`src/sv/vfsc_pkg.sv`:
```
`timescale 1ns / 1ps
// Shared types, constants and helper functions for the viewport follow unit.
// Used by the controller, the datapath and the per-axis lane; depends on nothing.
package vfsc_pkg;

   // Field and register widths.
   localparam int COORD_W     = 32;
   localparam int SIZE_W      = 31;
   localparam int GAIN_W      = 16;
   localparam int OPCODE_W    = 3;
   localparam int CSR_INDEX_W = 3;

   // Internal arithmetic widths.
   localparam int WIDE_W      = 36;
   localparam int ERR_W       = 34;
   localparam int PROD_W      = ERR_W + GAIN_W + 1;
   localparam int SPRING_W    = COORD_W + GAIN_W + 1;
   localparam int ROUND_SHIFT = 16;
   localparam int STEP_W      = PROD_W - ROUND_SHIFT;

   // Fixed-point settings.
   localparam int FRAC_BITS      = 8;
   localparam int FORCE_DEADBAND = 256;
   localparam int REACH_DIST     = 5;

   localparam logic signed [PROD_W-1:0] ROUND_HALF = PROD_W'(1) <<< (ROUND_SHIFT - 1);
   localparam logic [ERR_W:0]           REACH_LIMIT = (ERR_W + 1)'(REACH_DIST) << FRAC_BITS;

   // Opcodes.
   localparam logic [OPCODE_W-1:0] OP_TICK     = 3'd0;
   localparam logic [OPCODE_W-1:0] OP_FOLLOW   = 3'd1;
   localparam logic [OPCODE_W-1:0] OP_ATTACH   = 3'd2;
   localparam logic [OPCODE_W-1:0] OP_RECENTRE = 3'd3;
   localparam logic [OPCODE_W-1:0] OP_JUMP     = 3'd4;

   // Configuration register indexes.
   localparam logic [CSR_INDEX_W-1:0] CSR_BOUND_LEFT   = 3'd0;
   localparam logic [CSR_INDEX_W-1:0] CSR_BOUND_TOP    = 3'd1;
   localparam logic [CSR_INDEX_W-1:0] CSR_BOUND_WIDTH  = 3'd2;
   localparam logic [CSR_INDEX_W-1:0] CSR_BOUND_HEIGHT = 3'd3;
   localparam logic [CSR_INDEX_W-1:0] CSR_VIEW_WIDTH   = 3'd4;
   localparam logic [CSR_INDEX_W-1:0] CSR_VIEW_HEIGHT  = 3'd5;
   localparam logic [CSR_INDEX_W-1:0] CSR_FOLLOW_GAIN  = 3'd6;
   localparam logic [CSR_INDEX_W-1:0] CSR_SPRING_RECIP = 3'd7;

   // Configuration reset values.
   localparam logic [SIZE_W-1:0] VIEW_WIDTH_RESET  = 31'd163840;
   localparam logic [SIZE_W-1:0] VIEW_HEIGHT_RESET = 31'd122880;
   localparam logic [GAIN_W-1:0] FOLLOW_GAIN_RESET = 16'd6554;

   // Commands from the controller to the datapath.
   typedef struct packed {
      logic load_aim;
      logic jump;
      logic attach;
      logic aim_hi;
      logic aim_lo;
      logic err;
      logic mul_step;
      logic force_sum;
      logic mul_spring;
      logic move;
      logic clamp;
      logic reach;
      logic publish;
   } vfsc_cmd_type;

   // Status from the datapath to the controller.
   typedef struct packed {
      logic spring_on;
   } vfsc_status_type;

   // Saturate a wide signed value to the signed coordinate range.
   function automatic logic signed [COORD_W-1:0] sat_coord(
      input logic signed [WIDE_W-1:0] value
   );
      logic [WIDE_W-COORD_W:0]   top_bits;
      logic signed [COORD_W-1:0] result;
      top_bits = value[WIDE_W-1:COORD_W-1];
      if ((&top_bits) || !(|top_bits)) begin
         result = value[COORD_W-1:0];
      end else if (value[WIDE_W-1]) begin
         result = {1'b1, {(COORD_W-1){1'b0}}};
      end else begin
         result = {1'b0, {(COORD_W-1){1'b1}}};
      end
      return result;
   endfunction

   // Sign-extend a coordinate to the wide working width.
   function automatic logic signed [WIDE_W-1:0] sext_coord(
      input logic signed [COORD_W-1:0] value
   );
      return {{(WIDE_W-COORD_W){value[COORD_W-1]}}, value};
   endfunction

   // Zero-extend a size to the wide working width.
   function automatic logic signed [WIDE_W-1:0] zext_size(input logic [SIZE_W-1:0] value);
      return {{(WIDE_W-SIZE_W){1'b0}}, value};
   endfunction

endpackage

```
`src/sv/vfsc_ctrl.sv`:
```
`timescale 1ns / 1ps
// Controller: sequences each item through the datapath and owns the request
// and result handshakes. Depends on vfsc_pkg.
module vfsc_ctrl (
   input  logic                               clock,
   input  logic                               reset,
   input  logic                               req_valid,
   output logic                               req_ready,
   input  logic [vfsc_pkg::OPCODE_W-1:0]      req_opcode,
   output logic                               rsp_valid,
   input  logic                               rsp_ready,
   input  vfsc_pkg::vfsc_status_type          status,
   output vfsc_pkg::vfsc_cmd_type             cmd
);
   import vfsc_pkg::*;

   typedef enum logic [10:0] {
      S_IDLE       = 11'b000_0000_0001,
      S_AIM_HI     = 11'b000_0000_0010,
      S_AIM_LO     = 11'b000_0000_0100,
      S_ERR        = 11'b000_0000_1000,
      S_MUL_STEP   = 11'b000_0001_0000,
      S_FORCE      = 11'b000_0010_0000,
      S_MUL_SPRING = 11'b000_0100_0000,
      S_MOVE       = 11'b000_1000_0000,
      S_CLAMP      = 11'b001_0000_0000,
      S_REACH      = 11'b010_0000_0000,
      S_PUBLISH    = 11'b100_0000_0000
   } state_type;

   state_type state_ff, state_in;
   logic      rsp_valid_ff, rsp_valid_in;
   logic      accept;
   logic      out_free;

   assign req_ready = (state_ff == S_IDLE);
   assign accept    = req_valid && req_ready;
   assign out_free  = !rsp_valid_ff || rsp_ready;
   assign rsp_valid = rsp_valid_ff;

   // Item sequencing; ticks skip the spring steps while the filter is off.
   always_comb begin
      cmd      = '0;
      state_in = state_ff;
      unique case (state_ff)
         S_IDLE: begin
            if (accept) begin
               state_in = S_PUBLISH;
               unique case (req_opcode)
                  OP_TICK: begin
                     state_in = S_AIM_HI;
                  end
                  OP_FOLLOW: begin
                     cmd.load_aim = 1'b1;
                     state_in     = S_AIM_HI;
                  end
                  OP_ATTACH: begin
                     cmd.attach = 1'b1;
                  end
                  OP_RECENTRE: begin
                     cmd.load_aim = 1'b1;
                  end
                  OP_JUMP: begin
                     cmd.load_aim = 1'b1;
                     cmd.jump     = 1'b1;
                  end
                  default: ;
               endcase
            end
         end
         S_AIM_HI: begin
            cmd.aim_hi = 1'b1;
            state_in   = S_AIM_LO;
         end
         S_AIM_LO: begin
            cmd.aim_lo = 1'b1;
            state_in   = S_ERR;
         end
         S_ERR: begin
            cmd.err  = 1'b1;
            state_in = S_MUL_STEP;
         end
         S_MUL_STEP: begin
            cmd.mul_step = 1'b1;
            state_in     = status.spring_on ? S_FORCE : S_MOVE;
         end
         S_FORCE: begin
            cmd.force_sum = 1'b1;
            state_in      = S_MUL_SPRING;
         end
         S_MUL_SPRING: begin
            cmd.mul_spring = 1'b1;
            state_in       = S_MOVE;
         end
         S_MOVE: begin
            cmd.move = 1'b1;
            state_in = S_CLAMP;
         end
         S_CLAMP: begin
            cmd.clamp = 1'b1;
            state_in  = S_REACH;
         end
         S_REACH: begin
            cmd.reach = 1'b1;
            state_in  = S_PUBLISH;
         end
         S_PUBLISH: begin
            if (out_free) begin
               cmd.publish = 1'b1;
               state_in    = S_IDLE;
            end
         end
         default: begin
            state_in = S_IDLE;
         end
      endcase
   end

   // The result stays valid until its transfer completes.
   assign rsp_valid_in = cmd.publish || (rsp_valid_ff && !rsp_ready);

   always_ff @(posedge clock) begin
      if (reset) begin
         state_ff     <= S_IDLE;
         rsp_valid_ff <= 1'b0;
      end else begin
         state_ff     <= state_in;
         rsp_valid_ff <= rsp_valid_in;
      end
   end

   // A tick or follow opcode always starts the arithmetic sequence.
   a_tick_starts: assert property (@(posedge clock) disable iff (reset)
      accept && ((req_opcode == OP_TICK) || (req_opcode == OP_FOLLOW))
      |=> (state_ff == S_AIM_HI))
      else $error("tick transfer did not start the aim clamp");

   // Every other opcode goes straight to publishing its result.
   a_other_publishes: assert property (@(posedge clock) disable iff (reset)
      accept && (req_opcode != OP_TICK) && (req_opcode != OP_FOLLOW)
      |=> (state_ff == S_PUBLISH))
      else $error("non-tick transfer did not go to publish");

   // A published result is offered on the next cycle.
   a_publish_valid: assert property (@(posedge clock) disable iff (reset)
      cmd.publish |=> rsp_valid_ff)
      else $error("published result not offered");

   // A pending result is never overwritten by the next one.
   a_no_overwrite: assert property (@(posedge clock) disable iff (reset)
      (state_ff == S_PUBLISH) && rsp_valid_ff && !rsp_ready
      |=> (state_ff == S_PUBLISH))
      else $error("result overwritten while still pending");

endmodule

```
`config.mk`:
```
export PLATFORM = sky130hd
export DESIGN_NAME = vfsc_ctrl
export DESIGN_NICKNAME = d
export VERILOG_FILES = /design/src/sv/vfsc_pkg.sv /design/src/sv/vfsc_ctrl.sv
export SDC_FILE = /design/constraint.sdc
export NUM_CORES = 1
export LEC_CHECK = 0
export BUFFER_PORTS_ARGS = -buffer_cell sky130_fd_sc_hd__buf_4
export CORE_UTILIZATION = 53
export CTS_CLUSTER_DIAMETER = 80
export DETAILED_ROUTE_END_ITERATION = 8
export PLACE_DENSITY = 0.82
export SETUP_SLACK_MARGIN = 0.5
export SLEW_MARGIN = 10
export SYNTH_ARGS = -nofsm -noshare
export SYNTH_HDL_FRONTEND = slang
export SYNTH_SLANG_ARGS = --single-unit
```
`constraint.sdc`:
```
create_clock -name clock -period 3.8 [get_ports clock]
set_input_delay 0 -clock clock [delete_from_list [all_inputs] [get_ports clock]]
set_output_delay 0 -clock clock [all_outputs]
set_load 0.01 [all_outputs]
```
### Word-level counts from Yosys, hierarchy flattened

Cells that the tools add are included.

* eq/ne operators: 17
* reduce and logical (&&, ||, !) cells: 10
* mux-type cells: 21

Operators by type and width (number)
* one-hot mux 11 bit (11 select lines): 1
* 2-to-1 mux 11 bit: 3
* 2-to-1 mux 1 bit: 14
* equality test 11 x 1 -> 1 bit (second input constant): 1
* equality test 11 x 10 -> 1 bit (second input constant): 1
* equality test 11 bit (second input constant): 1
* equality test 11 x 2 -> 1 bit (second input constant): 1
* equality test 11 x 3 -> 1 bit (second input constant): 1
* equality test 11 x 4 -> 1 bit (second input constant): 1
* equality test 11 x 5 -> 1 bit (second input constant): 1
* equality test 11 x 6 -> 1 bit (second input constant): 1
* equality test 11 x 7 -> 1 bit (second input constant): 1
* equality test 11 x 8 -> 1 bit (second input constant): 1
* equality test 11 x 9 -> 1 bit (second input constant): 1
* 2-to-1 mux 8 bit: 1
* equality test 3 x 2 -> 1 bit (second input constant): 2
* 2-to-1 mux 3 bit: 2
* equality test 3 x 1 -> 1 bit (second input constant): 1
* equality test 3 bit (second input constant): 1
* zero test 3 bit: 1
* OR reduction 3 bit: 1
* logical AND 1 bit: 2
* zero test 1 bit: 2
* logical OR 1 bit: 2
* other kinds (4): 4

* output and inout bits: 15
* logic and storage cells: 50
* register bits: 12
* bits of input ports: 8

### Depth between registers and ports, before layout

Gate-level depths: netlist of run 1.

* word-level depth: 5
* gate-level depth with buffers: 4
* depth with buffers taken out: 4

### Worst setup path after synthesis of run 1

No wires, ideal clock.

* path type: flip-flop to flip-flop
* start: register state_ff[8]
* end: register state_ff[6]
* cell stages (with the launch flop): 5
* path slack: 2443 ps
* period minus slack after synthesis: 1357 ps
* setup time: 58 ps
* data required time: 3742 ps
* buffers on the path: 0
* arrival: 1298 ps
* cells stage by stage: dfxtp_1 > nor4_2 > nand2_2 > and4bb_1 > o211a_1

* word-level cells in the longest chain between the ends: 4
* elaborated cells on any way between the ends: 16

RTL lines
* start, declared: RTL line vfsc_ctrl.sv:31 `state_type state_ff, state_in;`
* start signal, assigned: RTL line vfsc_ctrl.sv:127 `state_ff <= state_in;`
* equality test 11 x 1 -> 1 bit: RTL line vfsc_ctrl.sv:36, vfsc_ctrl.sv:45
* logical AND 1 bit: RTL line vfsc_ctrl.sv:37 `assign accept = req_valid && req_ready;`
* != test 2 x 1 -> 1 bit (no line)
* AND reduction 2 bit (no line)

Parallel ways exist; a longest one is shown, timed or not.
A chain may end at the register's enable or synchronous reset.

### Worst setup path in the final report of run 1

* start: register state_ff[5]
* end: register state_ff[1]

The elaborated chain is that of the path after synthesis.

==> reports/results.tsv, run 1 <==
stage	metric	value	unit
status	status	finished, final reports clean	
critical_path	Startpoint Class	flip-flop	
cells_and_area	Fillers	98	
place	Placer Congestion	0.8933	
sta	RSZ-0062 raised after global routing	false	
worst_hold_path	Hold Path Depth	2	
cells_and_area	final design utilization	75.59	%
sta	final worst-path cycle share	51.79	%
pwr	Pint	199.9	uW
floorplanning	Die Height	39.86	um
sta	fin crit period	1.968	ns
pwr	power share of the sequential group	49.7	%
pwr	Tot Pwr	275.7	uW
routing	DRC violations left	0	
critical_path	Worst Path Class, Setup	flip-flop to flip-flop	
sta	Slew Limit Fails	0	
grt	Total GRT Usage	23.88	%
clocking	clock slew at reported path FFs	0.07	ns
floorplanning	Rows	13	
sta	setup ws final	1.832	ns
clocking	CTS tree	done	
sta	Setup-failing EPs final	0	
clocking	post-CTS setup buffers	0	
synthesis	flip-flop and latch count after synthesis	12	
critical_path	WP buf/inv	1	
routing	total number of vias	761	
sta	Fin. Hold Viols	0	
clocking	worst skew pair latency	0.26	ns
synthesis	most frequent cells after synthesis	nor2_1 (15), dfxtp_1 (12), nand2_1 (6), inv_1 (5)	
place	Placement Cell Area	943.4	sq um
worst_hold_path	Hold Crit Class	primary input to flip-flop	
synthesis	EDFF count, synth	0	
floorplanning	Core Region	1318	sq um
grt	largest net degree at the start of global routing	10	
clocking	CTS HTree Levels	1	
place	Place WS	2.157	ns
synthesis	Syn Area/Cell	8.439	sq um
pwr	Psw	75.85	uW
pwr	Static Leak	0.4577	nW
cells_and_area	synthesis-to-finish area growth	31.14	%
synthesis	top cell type by total area after synthesis	dfxtp_1	
pwr	Gate power share	23.5	%
critical_path	crit-path cells	nor3_4 -> and4_4 -> nand2_2 -> nor4_1 -> dlygate4sd3_1	
routing	DRT iter0 DRCs	29	
routing	Routed Antenna Nets	0	
routing	WL/cell	13.26	um
floorplanning	width of the chip	39.86	um
routing	drt total wl	1.764	mm
floorplanning	I/O Pins	23	
grt	first-pass GRT wire length	2.532	mm
clocking	root buffer cell	clkbuf_4	
pwr	PD cells	276.9	nW/um^2
clocking	CTS sink count	12	
pwr	Net Sw Frac	27.51	%
grt	initial antenna violation count	0	
cells_and_area	share of cells above drive strength 1	31.36	%
pwr	maximum VDD drop	0.0002035	V
synthesis	Yosys warnings	0	
critical_path	reg2reg end	state_ff[1]$_SDFFE_PP0P_	
synthesis	Synth async-reset ratio	0	%
synthesis	Synth Instances	90	
synthesis	top cells by area, synth	dfxtp_1 (32%), nor2_1 (7.4%), nor3_4 (4.3%)	
sta	Setup Skew	0.003168	ns
synthesis	Yosys top cell area share	31.63	%
routing	Avg Vias per Cell	5.722	
cells_and_area	ANT cells	0	
critical_path	crit-path max cell delay	0.58	ns
sta	Least-Margin Pin Slew	0.3982	ns
synthesis	synthesized net count	98	
place	hpwl dp	1.327	mm
sta	TNS Setup	0	ns
grt	Overflow after GRT	0	
synthesis	Netlist cell types	39	
critical_path	family with the most delay on the worst path	simple AND/OR/NAND/NOR gates	
pwr	clock network fraction of total power	26.8	%
critical_path	Worst path slowest cell	dlygate4sd3_1	
cells_and_area	design area	996.0	sq um
synthesis	Post-synth top flop	dfxtp_1	
critical_path	critical path peak fanout	7	
run	number of max-cap violations	0	
critical_path	CP Capture Type	flip-flop	
sta	Slew HR	73.25	%
routing	drt first pass iters	4	
clocking	Max clock buf depth	2	
critical_path	R2R Setup Slk	1.83	ns
clocking	Inserted Clock Buffers	3	
grt	vias in the first global route	606	
critical_path	critical path data arrival time	2.17	ns
floorplanning	Die ar.	1588	sq um
worst_hold_path	Worst Hold Path EP	state_ff[5]$_SDFFE_PP0P_	
synthesis	most common cell in the netlist	nor2_1	
synthesis	Syn Std Cell Area	759.5	sq um
worst_hold_path	min-delay src	status	
synthesis	sequential share of the synthesized area	31.63	%
floorplanning	starting density of the core	57.64	%
cells_and_area	Final nets	128	
sta	Max Fclk	508.2	MHz
place	Port Buffers	22	
critical_path	RR Startpoint	state_ff[5]$_SDFFE_PP0P_	
critical_path	data required time at the worst endpoint	4.00	ns
critical_path	worst r2r path cells	5	
-- area by class of cell --
| type | instances | area [sq um] | share of cell area, % |
|---|---|---|---|
| Clock buffer | 3 | 22.52 | 2.261 |
| Inverter | 5 | 18.77 | 1.884 |
| Multi-Input combinational cell | 73 | 500.5 | 50.25 |
| Sequential cell | 12 | 240.2 | 24.12 |
| Tap cell | 15 | 18.77 | 1.884 |
| Timing Repair Buffer | 25 | 195.2 | 19.60 |
-- worst register-to-register path, stage by stage, from the launching register on --
cell and delay, ns:
dfxtp_1 0.39, nor3_4 0.37, and4_4 0.31, nand2_2 0.09
nor4_1 0.18, dlygate4sd3_1 0.58
-- flip-flops by register name, summed over array words and instances (netlist names) --
name       flops
state_ff      11
rsp_valid      1
-- worst max-delay path by stage --
stage / start / to / slack [ns] / cells past startpoint
after floorplan: state_ff[8]$_SDFFE_PP0P_ / state_ff[6]$_SDFFE_PP0P_ / 2.44 / 4
after global placement: state_ff[5]$_SDFFE_PP0P_ / state_ff[7]$_SDFFE_PP0P_ / 2.19 / 4
after detailed placement: state_ff[5]$_SDFFE_PP0P_ / state_ff[7]$_SDFFE_PP0P_ / 2.16 / 4
after CTS: state_ff[5]$_SDFFE_PP0P_ / state_ff[1]$_SDFFE_PP0P_ / 1.87 / 5
after global routing: state_ff[5]$_SDFFE_PP0P_ / state_ff[1]$_SDFFE_PP0P_ / 1.72 / 5
final: state_ff[5]$_SDFFE_PP0P_ / state_ff[1]$_SDFFE_PP0P_ / 1.83 / 5
-- cells in the final DEF, fill, tap and decap left out, drive strengths merged, types with 2 or more instances in the layout --
master       count
nor2            15
a21oi            2
clkbuf           3
nor3             7
nor4b            3
dlygate4sd3      3
buf             22
and4bb           2
o21ai            3
inv              5
o21a             2
nor2b            4
nor3b            2
dfxtp           12
nand3            4
nor4             3
nand2            8
-- through the flow --
stage / std cells / hold slack (ns)
final: 133 / 0.01854
after global routing: 133 / 0.001162
after CTS: 133 / 0.01848
after detailed placement: 127 / 0.2076
after global placement: 127 / 0.2027
after floorplan: 90 / 0.03407
-- power by group through the flow --
stage               combinational, mW  clock (mW)  sequential, mW
floorplan                      0.0409           0           0.138
global placement               0.0618           0           0.139
detailed placement             0.0624           0           0.140
CTS                            0.0647      0.0753           0.137
global route                   0.0713      0.0835           0.138
finish                         0.0647      0.0740           0.137
-- cells by family (layout without fill, tap and decap cells) --
logic type | Yosys count | count (layout) | share of synthesized area (%)
AOI/OAI and AO/OA | 14 | 14 | 14.33
buffers and inverters | 5 | 33 | 2.471
and+or+nand+nor | 56 | 56 | 47.94
muxes | 1 | 1 | 1.318
xor gates and xnor gates | 2 | 2 | 2.307
DFF | 12 | 12 | 31.63
-- layer usage --
metal  up-vias  part of all wire [%]  global-route usage, %
li1        390                     -                      -
met1       346                    43                  28.62
met2        21                    52                  41.39
met3         4                   3.1                  5.114
met4         0                   1.6                  7.759
met5         -                     0                      0
-- repair_timing --
action,CTS,global route
resized for setup,0,0
hold buffers,3,0
hold endpoints to repair,4,0
No activity file was read; power rests on OpenSTA's default activity.
==> run 2, diff against run 1 <==
- ABC_AREA: not set -> 1
- CORE_UTILIZATION: 53 -> 44
- PLACE_DENSITY: 0.82 -> 0.73
- clock period: 3.8 -> 1.6 ns (I/O delays scaled with it)
==> run 2 against run 1 <==
The flow now stops in global routing (5_1_grt). Synthesized cell count rose by 30%. Synthesized area fell by 3.8%.
==> reports/results.tsv, run 2 <==
stage	metric	value	unit	change
clocking	Max clock buf depth	2		unchanged
synthesis	most common cell in the netlist	inv_1		
floorplanning	Rows	14		+1
status	last step reached	global routing (5_1_grt)		
clocking	Inserted Clock Buffers	3		unchanged
synthesis	synthesized net count	125		+28%
synthesis	Post-synth top flop	dfxtp_1		
synthesis	top cells by area, synth	dfxtp_1 (33%), inv_1 (13%), nand2_1 (12%)		
status	Tool Error	[ERROR DPL-0033] detailed placement checks failed during check placement.		
synthesis	Syn Area/Cell	6.245	sq um	-26%
synthesis	Syn Std Cell Area	730.7	sq um	-3.8%
clocking	root buffer cell	clkbuf_4		
synthesis	most frequent cells after synthesis	inv_1 (25), nand2_1 (23), nor2_1 (19), dfxtp_1 (12), nor3_1 (9)		
clocking	CTS sink count	12		unchanged
sta	GRT worst endpoint	cmd[12]		
synthesis	Netlist cell types	21		-46%
floorplanning	starting density of the core	47.95	%	-9.7 points
floorplanning	I/O Pins	23		unchanged
place	Port Buffers	22		unchanged
synthesis	Yosys warnings	0		unchanged
grt	initial antenna violation count	0		
place	Place WS	0.1619	ns	-1.995 ns
floorplanning	Die Height	42.75	um	+7.3%
floorplanning	width of the chip	42.75	um	+7.3%
status	status	aborted with a tool error		
place	Placer Congestion	0.7988		-11%
synthesis	top cell type by total area after synthesis	dfxtp_1		
synthesis	Yosys top cell area share	32.88	%	+1.2 points
synthesis	flip-flop and latch count after synthesis	12		unchanged
synthesis	sequential share of the synthesized area	32.88	%	+1.2 points
place	dpl cells	154		+21%
sta	Worst endpoint type	primary output		
synthesis	Synth Instances	117		+30%
synthesis	EDFF count, synth	0		unchanged
synthesis	Synth async-reset ratio	0	%	unchanged
clocking	CTS HTree Levels	1		unchanged
grt	largest net degree at the start of global routing	12		
place	Placement Cell Area	934.6	sq um	-0.93%
place	hpwl dp	1.290	mm	-2.8%
run 2: changes by cell type after synthesis, sizes merged, moves of 3 or more:
cell   previous run  this run
nand2             8        27
nor3              7        11
inv               5        26
nor2             15        23
nor4b             3         0
nor2b             4         0
run 2: timing repair:
item | CTS
gates resized for setup | 23
hold buffers | 4
hold endpoints to repair | 4
setup endpoints to repair | 26
setup buffers | 12
pin swaps | 11
run 2: kinds of logic after synthesis:
kind of cell | count (synthesis) | synth area share [%]
flops | 12 | 32.88
simple gates | 73 | 49.32
buf+inv | 27 | 13.87
compound gates | 5 | 3.937
run 2: stage by stage:
stage                     setup TNS (ns)  util [%]
after floorplan                        0         -
after global placement                 0     61.33
after detailed placement               0     61.33
after CTS                        -0.1172     77.18
==> run 3, diff against run 2 <==
- CORE_AREA: not set -> 2 2 63 65
- CORE_UTILIZATION: 44 -> not set
- CTS_CLUSTER_DIAMETER: 80 -> not set
- DIE_AREA: not set -> 0 0 65 67
- PLACE_DENSITY: 0.73 -> not set
- PLACE_DENSITY_LB_ADDON: not set -> 0.15
- SETUP_SLACK_MARGIN: 0.5 -> not set
- clock period: 1.6 -> 2.1 ns (I/O delays scaled with it)
==> run 3 against run 2 <==
The flow now finishes without violations. Synthesized area unchanged. Synthesized cell count unchanged.
==> reports/results.tsv, run 3 <==
stage	metric	value	unit	change
status	status	finished, final reports clean		
cells_and_area	Largest Register	state_ff		
synthesis	Netlist cell types	21		unchanged
synthesis	top cells by area, synth	dfxtp_1 (33%), inv_1 (13%), nand2_1 (12%)		
grt	Overflow after GRT	0		
grt	initial antenna violation count	0		
synthesis	Post-synth top flop	dfxtp_1		
routing	drt total wl	1.746	mm	
critical_path	crit-path max cell delay	0.57	ns	
grt	largest net degree at the start of global routing	12		
run	number of max-cap violations	0		
grt	first-pass GRT wire length	2.822	mm	
sta	Setup Skew	0.002844	ns	
synthesis	flip-flop and latch count after synthesis	12		unchanged
routing	DRC violations left	0		
routing	DRT iter0 DRCs	25		
floorplanning	Die ar.	4355	sq um	
critical_path	Worst path slowest cell	dlygate4sd3_1		
clocking	worst skew pair latency	0.24	ns	
routing	total number of vias	758		
cells_and_area	share of cells above drive strength 1	27.59	%	
sta	RSZ-0062 raised after global routing	false		
floorplanning	width of the chip	65	um	+52%
floorplanning	Rows	22		+8
pwr	maximum VDD drop	0.0001640	V	
clocking	post-CTS sizing	0		-100%
critical_path	crit-path cells	nor2_2 -> nand2_2 -> nor3_4 -> nand2_2 -> nor4_1 -> dlygate4sd3_1		
clocking	CTS HTree Levels	1		unchanged
cells_and_area	most frequent cells in the layout	inv_1 (25), nand2_1 (23), buf_4 (22), nor2_1 (19), dfxtp_1 (12)		
cells_and_area	commonest non-fill, non-tap cell in the layout	inv_1		
cells_and_area	synthesis-to-finish area growth	41.95	%	
floorplanning	Die Height	67	um	+57%
place	Placer Congestion	0.7561		-5.3%
routing	WL/cell	9.047	um	
critical_path	most frequent CP cell	nand2_2		
critical_path	reg2reg end	state_ff[1]$_SDFFE_PP0P_		
critical_path	critical path peak fanout	4		
synthesis	EDFF count, synth	0		unchanged
clocking	Max clock buf depth	2		unchanged
critical_path	CP Capture Type	flip-flop		
sta	Slew Limit Fails	0		
synthesis	Synth async-reset ratio	0	%	unchanged
cells_and_area	Post-Layout Cell Count	193		
critical_path	critical path data arrival time	1.89	ns	
synthesis	Syn Std Cell Area	730.7	sq um	unchanged
critical_path	RR Startpoint	state_ff[8]$_SDFFE_PP0P_		
critical_path	CP startpoint	state_ff[8]$_SDFFE_PP0P_		
synthesis	Yosys top cell area share	32.88	%	unchanged
cells_and_area	Final nets	154		
sta	Least-Margin Pin Slew	0.2939	ns	
pwr	Static Leak	0.5660	nW	
critical_path	Critical Path End	state_ff[1]$_SDFFE_PP0P_		
critical_path	Startpoint Class	flip-flop		
clocking	root buffer cell	clkbuf_8		
critical_path	worst r2r path cells	6		
critical_path	Worst Path Class, Setup	flip-flop to flip-flop		
pwr	PD cells	626.5	nW/um^2	
critical_path	R2R Setup Slk	0.39	ns	
sta	WHS	0.02293	ns	
synthesis	Yosys warnings	0		unchanged
clocking	CTS tree	done		
critical_path	data required time at the worst endpoint	2.28	ns	
synthesis	most common cell in the netlist	inv_1		
sta	final worst-path cycle share	81.39	%	
sta	TNS Setup	0	ns	
place	hpwl dp	1.432	mm	+11%
place	dpl cells	186		+21%
pwr	Tot Pwr	649.8	uW	
routing	Routed Antenna Nets	0		
sta	Fin. Hold Viols	0		
synthesis	sequential share of the synthesized area	32.88	%	unchanged
routing	drt first pass iters	3		
synthesis	Synth Instances	117		unchanged
clocking	clock slew at reported path FFs	0.06	ns	
synthesis	top cell type by total area after synthesis	dfxtp_1		
sta	Max Fclk	585.1	MHz	
floorplanning	I/O Pins	23		unchanged
floorplanning	Core Region	3606	sq um	
clocking	Inserted Clock Buffers	3		unchanged
sta	Setup-failing EPs final	0		
grt	vias in the first global route	715		
synthesis	Syn Area/Cell	6.245	sq um	unchanged
cells_and_area	max reg flops	11		
place	Port Buffers	22		unchanged
cells_and_area	ANT cells	0		
synthesis	most frequent cells after synthesis	inv_1 (25), nand2_1 (23), nor2_1 (19), dfxtp_1 (12), nor3_1 (9)		
worst_hold_path	Hold Crit Class	primary input to flip-flop		
synthesis	synthesized net count	125		unchanged
sta	fin crit period	1.709	ns	
grt	Total GRT Usage	8.789	%	
floorplanning	starting density of the core	20.26	%	-28 points
sta	Slew HR	80.33	%	
routing	Avg Vias per Cell	3.927		
clocking	CTS sink count	12		unchanged
==> run 3: worst min path at each step <==
stage | end | depth (start not counted) | slack (ns) | startpoint
after global routing | state_ff[7]$_SDFFE_PP0P_ | 2 | 0.05 | reset
after CTS | rsp_valid$_SDFF_PP0_ | 2 | 0.02 | reset
after floorplan | cmd[10] | 1 | 0.03 | req_opcode[2]
after global placement | state_ff[1]$_SDFFE_PP0P_ | 2 | 0.19 | req_opcode[1]
after detailed placement | state_ff[1]$_SDFFE_PP0P_ | 2 | 0.19 | req_opcode[1]
final | rsp_valid$_SDFF_PP0_ | 2 | 0.02 | reset
==> run 3: power by group <==
group | internal (mW) | leakage, nW | switching [mW]
Combinational | 0.0618 | 0.440 | 0.0905
Clock | 0.166 | 0.0288 | 0.0874
Sequential | 0.237 | 0.0973 | 0.00758
==> run 3: layout make-up <==
cell class | count | area (sq um)
Clock buffer | 4 | 55.05
Inverter | 26 | 97.59
Timing Repair Buffer | 25 | 195.2
Tap cell | 48 | 60.06
Fill cell | 409 | 2569
Multi-Input combinational cell | 78 | 389.1
Sequential cell | 12 | 240.2
==> run 3: kinds of logic (layout without fill, tap and decap cells) <==
kind of cell / Yosys count / after routing / share of synthesized area, %
buf+inv: 27 / 55 / 13.87
compound gates: 5 / 5 / 3.937
flops: 12 / 12 / 32.88
simple gates: 73 / 73 / 49.32
==> run 3: what timing repair did <==
item / in CTS / in global routing
hold buffers: 3 / 0
setup buffers: 0 / 0
endpoints found under the hold margin: 2 / 0
==> run 3: metal layers <==
metal  wire (um)  global-route usage [%]
met2         790                   14.82
met4          34                   6.383
met3          80                   1.014
met5           0                       0
met1         841                   10.27
==> run 3: worst max-delay path: cells and delay by family, from the launching register on <==
family                 cells  cell delay (ns)
AND/OR/NAND/NOR            5             0.76
buffers and inverters      1             0.57
flip-flops                 1             0.33
==> run 3: through the flow <==
| step | utilization (%) | worst slack, ns | instance area, sq um |
|---|---|---|---|
| finish | 28.76 | 0.3908 | 1037 |
| floorplan | - | 0.7857 | 730.7 |
| CTS | 28.76 | 0.3697 | 1037 |
| global route | 28.76 | 0.2629 | 1037 |
| global placement | 26.41 | 0.6839 | 952.2 |
| detailed placement | 26.41 | 0.6954 | 952.2 |
